$ cat config.mk
export PLATFORM = sky130hd
export DESIGN_NAME = fixed_block_pool_allocator
export DESIGN_NICKNAME = d
export VERILOG_FILES = /design/src/rtl/fbpa_pkg.sv /design/src/rtl/fixed_block_pool_allocator.sv
export VERILOG_INCLUDE_DIRS = /design/src /design/src/rtl
export SDC_FILE = /design/constraint.sdc
export NUM_CORES = 2
export LEC_CHECK = 0
export BUFFER_PORTS_ARGS = -buffer_cell sky130_fd_sc_hd__buf_2
export CAP_MARGIN = 0
export CORE_MARGIN = 5
export CORE_UTILIZATION = 57
export CTS_CLUSTER_DIAMETER = 50
export DETAILED_ROUTE_END_ITERATION = 8
export GPL_TIMING_DRIVEN = 0
export MAX_ROUTING_LAYER = met4
export PLACE_DENSITY_LB_ADDON = 0.2
export SLEW_MARGIN = 10
export SYNTH_ARGS = -nofsm -noshare
export SYNTH_HDL_FRONTEND = slang
export SYNTH_SLANG_ARGS = --single-unit
$ cat constraint.sdc
create_clock -name clock -period 11.2 [get_ports clock]
set_input_delay 3.36 -clock clock [delete_from_list [all_inputs] [get_ports clock]]
set_output_delay 3.36 -clock clock [all_outputs]
set_load 0.01 [all_outputs]
$ cat src/rtl/fixed_block_pool_allocator_defines.svh
// Assertion macros for the fixed block pool allocator.
// Included by the RTL modules that carry assertions; depends on nothing.
`ifndef FIXED_BLOCK_POOL_ALLOCATOR_DEFINES_SVH
`define FIXED_BLOCK_POOL_ALLOCATOR_DEFINES_SVH

`ifndef SYNTHESIS
// Implication checked at every clock edge outside reset.
`define FBPA_ASSERT(label, clk, rst, prop, msg) \
   label: assert property (@(posedge clk) disable iff (rst) (prop)) else $error(msg);
// Condition that must never be true outside reset.
`define FBPA_ASSERT_NEVER(label, clk, rst, cond, msg) \
   label: assert property (@(posedge clk) disable iff (rst) !(cond)) else $error(msg);
`else
`define FBPA_ASSERT(label, clk, rst, prop, msg)
`define FBPA_ASSERT_NEVER(label, clk, rst, cond, msg)
`endif

`endif

$ cat src/rtl/fbpa_pkg.sv
// Package for the fixed block pool allocator: field widths, register defaults,
// operation, status, register index and sequencer state types. No dependencies.
package fbpa_pkg;

   localparam int unsigned MAX_BLOCKS_DEFAULT = 256;

   localparam int unsigned MODE_W  = 3;
   localparam int unsigned INDEX_W = 8;
   localparam int unsigned SIZE_W  = 13;
   localparam int unsigned COUNT_W = 9;
   localparam int unsigned STAT_W  = 2;
   localparam int unsigned OFF_W   = 20;

   localparam logic [SIZE_W-1:0]  SIZE_CAP    = 13'd4096;
   localparam logic [SIZE_W-1:0]  SIZE_RESET  = 13'd4;
   localparam logic [COUNT_W-1:0] COUNT_RESET = 9'd256;

   typedef enum logic [MODE_W-1:0] {
      MODE_INIT    = 3'd0,
      MODE_ALLOC   = 3'd1,
      MODE_CALLOC  = 3'd2,
      MODE_FREE    = 3'd3,
      MODE_DESTROY = 3'd4
   } mode_type;

   typedef enum logic [STAT_W-1:0] {
      STAT_OK    = 2'd0,
      STAT_PARAM = 2'd1,
      STAT_EMPTY = 2'd2
   } status_type;

   typedef enum logic [0:0] {
      CSR_BLOCK_SIZE  = 1'b0,
      CSR_BLOCK_COUNT = 1'b1
   } csr_index_type;

   typedef enum logic [1:0] {
      ST_IDLE,
      ST_INIT,
      ST_LINK,
      ST_DONE
   } state_type;

endpackage

$ cat src/rtl/fixed_block_pool_allocator.sv
// Fixed-size block pool allocator: free list in a single link memory, small sequencer.
// Depends on fbpa_pkg and fixed_block_pool_allocator_defines.svh.
//
// Usage: each request word on req_* (req_valid / req_stall) carries a mode (init, alloc,
// calloc, free, destroy) and, for free, a block index. Every request gives exactly one
// response word on rsp_* (rsp_valid / rsp_stall): status, grant flag, granted index,
// byte offset (index times block size) and the zero-fill flag for calloc.
// block_size and block_count are written on csr_* (csr_valid / csr_ready, index 0 and 1);
// the user must write them only while no request is in flight; the block does not enforce it.
// Sequence: free, destroy and rejected requests go from accept straight to the done state;
// alloc and calloc pass through a link state for the registered link memory read, which also
// registers the offset multiply. Init walks the link memory one entry a cycle up to the
// block count in use (block_count capped at MAX_BLOCKS) and skips the walk for a count
// of 0. The next request is accepted the cycle after the response is loaded, so the block
// works one request at a time.
// The response sits in an output register: while rsp_stall holds it, the block still
// accepts and works one more request, then waits with it until the register frees.
// Reset (synchronous) empties the free list, clears the pool valid mark and restores
// block_size 4 and block_count 256; link memory contents are left as they are.
module fixed_block_pool_allocator
   import fbpa_pkg::*;
#(
   parameter int unsigned MAX_BLOCKS = MAX_BLOCKS_DEFAULT
) (
   input  logic               clock,
   input  logic               reset,
   // request channel
   input  logic               req_valid,
   output logic               req_stall,
   input  logic [MODE_W-1:0]  req_mode,
   input  logic [INDEX_W-1:0] req_block_index,
   // response channel
   output logic               rsp_valid,
   input  logic               rsp_stall,
   output logic [STAT_W-1:0]  rsp_status,
   output logic               rsp_granted,
   output logic [INDEX_W-1:0] rsp_granted_index,
   output logic [OFF_W-1:0]   rsp_byte_offset,
   output logic               rsp_zero_fill,
   // register write channel
   input  logic               csr_valid,
   output logic               csr_ready,
   input  logic [0:0]         csr_index,
   input  logic [SIZE_W-1:0]  csr_wdata
);

`include "fixed_block_pool_allocator_defines.svh"

   localparam int unsigned IDX_W  = $clog2(MAX_BLOCKS);
   localparam int unsigned LINK_W = $clog2(MAX_BLOCKS + 1);
   localparam int unsigned PROD_W = IDX_W + SIZE_W;
   localparam logic [LINK_W-1:0] LINK_NULL = LINK_W'(MAX_BLOCKS);

   // control registers
   state_type           state_ff, state_in;
   logic [SIZE_W-1:0]   block_size_ff;
   logic [COUNT_W-1:0]  block_count_ff;
   logic [LINK_W-1:0]   head_ff, head_in;
   logic                pool_valid_ff, pool_valid_in;
   logic                rsp_valid_ff, rsp_valid_in;

   // payload registers
   logic [LINK_W-1:0]   walk_ff, walk_in;
   logic [IDX_W-1:0]    gidx_ff, gidx_in;
   logic [PROD_W-1:0]   prod_ff;
   status_type          res_status_ff, res_status_in;
   logic                res_granted_ff, res_granted_in;
   logic                res_zero_ff, res_zero_in;
   logic [STAT_W-1:0]   rsp_status_ff;
   logic                rsp_granted_ff;
   logic [INDEX_W-1:0]  rsp_gidx_ff;
   logic [OFF_W-1:0]    rsp_offset_ff;
   logic                rsp_zero_ff;

   // link memory
   logic [LINK_W-1:0]   link_mem [MAX_BLOCKS];
   logic [LINK_W-1:0]   rd_link_ff;
   logic                mem_we;
   logic [IDX_W-1:0]    mem_waddr;
   logic [LINK_W-1:0]   mem_wdata;
   logic [IDX_W-1:0]    mem_raddr;

   logic                req_accept;
   logic                out_load;
   logic [LINK_W-1:0]   count_eff;
   logic [SIZE_W-1:0]   size_eff;
   logic                head_null;
   logic [LINK_W-1:0]   walk_next;
   mode_type            mode;

   assign req_stall  = reset || (state_ff != ST_IDLE);
   assign req_accept = req_valid && !req_stall;
   assign csr_ready  = !reset;
   assign mode       = mode_type'(req_mode);

   // clamp register values into the supported range
   assign count_eff = (32'(block_count_ff) > MAX_BLOCKS) ? LINK_NULL : LINK_W'(block_count_ff);
   assign size_eff  = (block_size_ff > SIZE_CAP) ? SIZE_CAP : block_size_ff;
   assign head_null = (head_ff >= LINK_NULL);
   assign walk_next = walk_ff + LINK_W'(1);
   assign mem_raddr = head_ff[IDX_W-1:0];
   assign out_load  = (state_ff == ST_DONE) && (!rsp_valid_ff || !rsp_stall);

   // sequencer: next state, list update, memory write port, result staging
   always_comb begin
      state_in       = state_ff;
      head_in        = head_ff;
      pool_valid_in  = pool_valid_ff;
      walk_in        = walk_ff;
      gidx_in        = gidx_ff;
      res_status_in  = res_status_ff;
      res_granted_in = res_granted_ff;
      res_zero_in    = res_zero_ff;
      mem_we         = 1'b0;
      mem_waddr      = walk_ff[IDX_W-1:0];
      mem_wdata      = LINK_NULL;
      rsp_valid_in   = out_load || (rsp_valid_ff && rsp_stall);

      unique case (state_ff)
         ST_IDLE: begin
            if (req_accept) begin
               res_status_in  = STAT_OK;
               res_granted_in = 1'b0;
               res_zero_in    = 1'b0;
               gidx_in        = head_ff[IDX_W-1:0];
               state_in       = ST_DONE;
               unique case (mode) inside
                  MODE_INIT: begin
                     pool_valid_in = 1'b1;
                     walk_in       = '0;
                     if (count_eff == '0) begin
                        head_in = LINK_NULL;
                     end else begin
                        head_in  = '0;
                        state_in = ST_INIT;
                     end
                  end
                  MODE_ALLOC, MODE_CALLOC: begin
                     if (!pool_valid_ff) begin
                        res_status_in = STAT_PARAM;
                     end else if (head_null) begin
                        res_status_in = STAT_EMPTY;
                     end else begin
                        res_granted_in = 1'b1;
                        res_zero_in    = (mode == MODE_CALLOC);
                        state_in       = ST_LINK;
                     end
                  end
                  MODE_FREE: begin
                     if (req_block_index >= count_eff) begin
                        res_status_in = STAT_PARAM;
                     end else begin
                        mem_we    = 1'b1;
                        mem_waddr = IDX_W'(req_block_index);
                        mem_wdata = head_null ? LINK_NULL : head_ff;
                        head_in   = LINK_W'(req_block_index);
                     end
                  end
                  MODE_DESTROY: begin
                     if (!pool_valid_ff) begin
                        res_status_in = STAT_PARAM;
                     end else begin
                        pool_valid_in = 1'b0;
                     end
                  end
                  default: begin
                     res_status_in = STAT_PARAM;
                  end
               endcase
            end
         end
         // chain one entry per cycle: i -> i+1, last -> null
         ST_INIT: begin
            mem_we    = 1'b1;
            mem_wdata = (walk_next < count_eff) ? walk_next : LINK_NULL;
            walk_in   = walk_next;
            if (walk_next >= count_eff) begin
               state_in = ST_DONE;
            end
         end
         // pop: head takes the link read at accept
         ST_LINK: begin
            head_in  = (rd_link_ff > LINK_NULL) ? LINK_NULL : rd_link_ff;
            state_in = ST_DONE;
         end
         ST_DONE: begin
            if (out_load) begin
               state_in = ST_IDLE;
            end
         end
         default: begin
            state_in = ST_IDLE;
         end
      endcase
   end

   // state register
   always_ff @(posedge clock) begin
      if (reset) begin
         state_ff <= ST_IDLE;
      end else begin
         state_ff <= state_in;
      end
   end

   // control registers and configuration
   always_ff @(posedge clock) begin
      if (reset) begin
         head_ff        <= LINK_NULL;
         pool_valid_ff  <= 1'b0;
         rsp_valid_ff   <= 1'b0;
         block_size_ff  <= SIZE_RESET;
         block_count_ff <= COUNT_RESET;
      end else begin
         head_ff       <= head_in;
         pool_valid_ff <= pool_valid_in;
         rsp_valid_ff  <= rsp_valid_in;
         if (csr_valid && csr_ready) begin
            unique case (csr_index_type'(csr_index))
               CSR_BLOCK_SIZE:  block_size_ff  <= csr_wdata;
               CSR_BLOCK_COUNT: block_count_ff <= csr_wdata[COUNT_W-1:0];
               default:         block_size_ff  <= block_size_ff;
            endcase
         end
      end
   end

   // payload registers; offset multiply runs on the head at accept
   always_ff @(posedge clock) begin
      walk_ff        <= walk_in;
      gidx_ff        <= gidx_in;
      res_status_ff  <= res_status_in;
      res_granted_ff <= res_granted_in;
      res_zero_ff    <= res_zero_in;
      if (req_accept) begin
         prod_ff <= PROD_W'(head_ff[IDX_W-1:0]) * PROD_W'(size_eff);
      end
      if (out_load) begin
         rsp_status_ff  <= res_status_ff;
         rsp_granted_ff <= res_granted_ff;
         rsp_zero_ff    <= res_zero_ff;
         rsp_gidx_ff    <= res_granted_ff ? INDEX_W'(gidx_ff) : '0;
         rsp_offset_ff  <= res_granted_ff ? OFF_W'(prod_ff) : '0;
      end
   end

   // link memory: one write port, one registered read port
   always_ff @(posedge clock) begin
      if (mem_we) begin
         link_mem[mem_waddr] <= mem_wdata;
      end
      rd_link_ff <= link_mem[mem_raddr];
   end

   assign rsp_valid         = rsp_valid_ff;
   assign rsp_status        = rsp_status_ff;
   assign rsp_granted       = rsp_granted_ff;
   assign rsp_granted_index = rsp_gidx_ff;
   assign rsp_byte_offset   = rsp_offset_ff;
   assign rsp_zero_fill     = rsp_zero_ff;

   // checks
   `FBPA_ASSERT(a_accept_leaves_idle, clock, reset, req_accept |=> state_ff != ST_IDLE, "accepted word did not start the sequencer")
   `FBPA_ASSERT_NEVER(a_head_range, clock, reset, head_ff > LINK_NULL, "free list head out of range")
   `FBPA_ASSERT(a_walk_range, clock, reset, (state_ff == ST_INIT) |-> (walk_ff < count_eff), "init walk passed block count")
   `FBPA_ASSERT(a_grant_ok, clock, reset, (out_load && res_granted_ff) |-> (res_status_ff == STAT_OK), "grant with error status")

endmodule
==> run_results.csv <==
group,metric,value,unit
status,status,"finished, violations left",
status,violations,"max-capacitance violations, max-slew violations",
drt,via_count,49800,
floorplanning,die_w,424,microns
grt,gr-total-overflow,0,
min_path,min_path_cells,0,
synthesis,synth_area_per_cell,21.1,sq um
run,maxCapViolations,1,
drt,drt-initial-drc-count,7643,
clock_network,clk_path_buf_depth,3,
timing,fmax,0.123,GHz
finish,fin_cells,7454,
floorplanning,initial_core_util,57.1,%
finish,fillers,11400,
placement,place_hpwl,179,mm
finish,final-seq-area,72300,sq um
finish,multi_input_area,24200,sq um
critical_path,path_class,"in2out",
clock_network,root_buffer,"clkbuf_16",
synthesis,async_reset_ff_share,0,%
timing,finalSetupViolCount,0,
placement,dp_cells,7010,
clock_network,cts_resized,0,
clock_network,cts-htree-levels,4,
critical_path,required,7.84,ns
timing,finalSetupTns,0,ns
timing,relSlewSlack,-3.58,%
power_and_ir_drop,peakVddDrop,0.170,mV
critical_path,path_cells,"buf_2, inv_2, clkbuf_1, clkbuf_1, nand2_1, buf_2",
power_and_ir_drop,leakagePower,34.8,nW
timing,grt_setup_unrepaired,"no",
synthesis,syn-instance-count,4629,
clock_network,path_clk_slew,0.06,ns
floorplanning,fp.dieH,424,microns
finish,fin_area,110000,sq um
floorplanning,core-area,171000,sq um
critical_path,critPathSlowestCell,"clkbuf_1",
critical_path,crit_path_max_incr_delay,0.51,ns
clock_network,tritoncts,"built",
drt,routed_wl,259,mm
finish,utilization,64.4,%
synthesis,synth_edf_count,2377,
clock_network,clkSinkCount,2421,
min_path,worstHoldStart,"res_zero_ff$_SDFFCE_PP0P_",
floorplanning,dieArea,180000,sq um
synthesis,yosysSeqAreaShare,73.9,%
drt,ant_nets,0,
min_path,min_to,"rsp_zero_fill$_DFFE_PP_",
drt,drc,0,
drt,wire_per_inst,34.7,microns
grt,grt_max_degree,77,
critical_path,cp-start-kind,"primary input",
placement,place_congestion,0.944,
timing,tightest_slew,1.55,ns
synthesis,syn_nets,4785,
timing,hold_violations,0,
synthesis,ys.flop_type,"edfxtp_1",
critical_path,rr_startpoint,"head_ff[3]$_SDFFE_PP0P_",
floorplanning,io-pin-count,65,
clock_network,postCtsSetupBuffers,0,
timing,fin_crit,8.14,ns
min_path,hp-class,"reg2reg",
critical_path,endpoint_kind,"output pin",
finish,final_common_cell,"edfxtp_1",
grt,grt_usage,30.0,%
timing,finalCritPeriodShare,72.6,%
synthesis,netlist_area,97800,sq um
critical_path,r2r_cells,19,
floorplanning,rows,152,
synthesis,yosys_warnings,0,
placement,dpl_cell_area,103000,sq um
finish,layout.nets,5172,
drt,routed_via_density,6.68,
clock_network,cts_made_buffers,236,
timing,finalClockSkew,0.0425,ns
clock_network,clk_latency,0.88,ns
finish,most-common-layout-cells,"edfxtp_1, mux4_2, nor2_1, clkbuf_16, clkbuf_1",
power_and_ir_drop,p_per_area,214,nW/um^2
drt,dr.pass1.iters,8,
critical_path,cp_max_fo,10,
placement,io_buffers,62,
critical_path,cp_data_arrival_time,4.78,ns
finish,drive_gt1_share,26.5,%
finish,syn_to_final_growth,12.7,%
power_and_ir_drop,total_power,23.6,mW
critical_path,r2r_slack,4.29,ns
timing,slew_viol_final,11,
critical_path,rr_endpoint,"prod_ff[18]$_DFFE_PP_",
grt,grt_pass1_wl,368,mm
synthesis,synth_cell_type_count,65,
clock_network,hold_buffers,0,
grt,antenna_found_initial,6,
synthesis,yosys_register_bits,2421,
grt,grt_pass1_vias,49300,
[registers in the layout, summed over array words and instances (netlist names)]
signal             count
rsp_granted_index      8
head_ff                9
gidx_ff                8
walk_ff                9
res_status_ff          2
block_count_ff         9
link_mem            2304
rsp_granted            1
rsp_zero_fill          1
rsp_byte_offset       20
rsp_valid              1
res_granted_ff         1
rd_link_ff             9
rsp_status             2
res_zero_ff            1
pool_valid_ff          1
prod_ff               20
state_ff               2
block_size_ff         13
[where the power goes]
group | total, mW | switching [mW] | leakage [nW] | internal (mW)
Clock | 7.73 | 3.36 | 3.67 | 4.37
Combinational | 5.04 | 3.16 | 8.90 | 1.88
Sequential | 10.8 | 0.0714 | 22.2 | 10.7
Total | 23.6 | 6.59 | 34.8 | 17.0
[cell usage after synthesis (7+ instances only)]
cell type | instances | share of area (%)
a2111oi_0 | 9 | 0.081
a2111oi_2 | 7 | 0.11
a21o_1 | 8 | 0.061
a21oi_1 | 36 | 0.18
a21oi_2 | 11 | 0.099
a222oi_1 | 8 | 0.082
a22oi_1 | 9 | 0.069
a31oi_1 | 36 | 0.23
a32oi_1 | 18 | 0.16
and2_1 | 121 | 0.77
and3_1 | 9 | 0.058
and4b_1 | 10 | 0.10
buf_1 | 23 | 0.088
buf_2 | 104 | 0.53
clkbuf_1 | 135 | 0.52
dfxtp_1 | 44 | 0.90
edfxtp_1 | 2377 | 73
fa_1 | 65 | 1.3
ha_1 | 61 | 0.78
inv_1 | 89 | 0.34
mux2i_1 | 40 | 0.41
mux2i_4 | 7 | 0.16
mux4_2 | 720 | 17
nand2_1 | 130 | 0.50
nand2b_1 | 14 | 0.090
nand3_1 | 21 | 0.11
nor2_1 | 320 | 1.2
nor2b_1 | 25 | 0.16
nor3_1 | 40 | 0.20
o21a_1 | 8 | 0.061
o21ai_0 | 20 | 0.10
o22ai_1 | 9 | 0.058
o2bb2ai_1 | 7 | 0.063
xnor2_1 | 15 | 0.13
xor2_1 | 11 | 0.099
[cells by family after synthesis]
kind of cell | after synthesis | synth area share [%]
mux | 772 | 17.2
fa+ha+maj | 126 | 2.11
xor+xnor | 26 | 0.233
flops | 2421 | 73.9
simple gates | 716 | 3.41
compound gates | 210 | 1.56
buf+inv | 358 | 1.54
[metal layers]
layer  global-route usage [%]  share of wire (%)
met4                     10.5                4.2
met1                     41.4                 38
met3                     7.91                 12
met5                        -                  0
met2                     44.3                 46
[stage by stage]
stage                     setup slack (ns)  hold WS (ns)
after CTS                             3.13         0.420
after floorplan                      0.394         0.400
final                                 3.06         0.421
after global routing                  3.01         0.443
after detailed placement              3.16         0.405
after global placement               -9.17         0.409
[cell type report]
type | count | area share, %
timing repair buffer | 149 | 1.66
clock inverter | 137 | 1.15
antenna | 13 | 0.0295
buffer | 267 | 1.07
tap | 2233 | 2.54
clock buffer | 293 | 5.68
inverter | 91 | 0.310
sequential | 2421 | 65.6
multi-input combinational | 1850 | 22.0
[how the worst max path moves through the flow]
| stage | to | from | cells after the start |
|---|---|---|---|
| floorplan | link_mem[0][2]$_DFFE_PP_ | walk_ff[2]$_SDFFCE_PN0P_ | 14 |
| CTS | req_stall | reset | 6 |
| detailed placement | req_stall | reset | 6 |
| global route | req_stall | reset | 6 |
| finish | req_stall | reset | 6 |
| global placement | link_mem[28][2]$_DFFE_PP_ | walk_ff[0]$_SDFFCE_PN0P_ | 13 |
[critical path, delay by kind of cell]
family | cells | cell delay [ns]
buffers and inverters | 5 | 1.27
AND/OR/NAND/NOR | 1 | 0.14
Power figures use the tool's default switching activity.
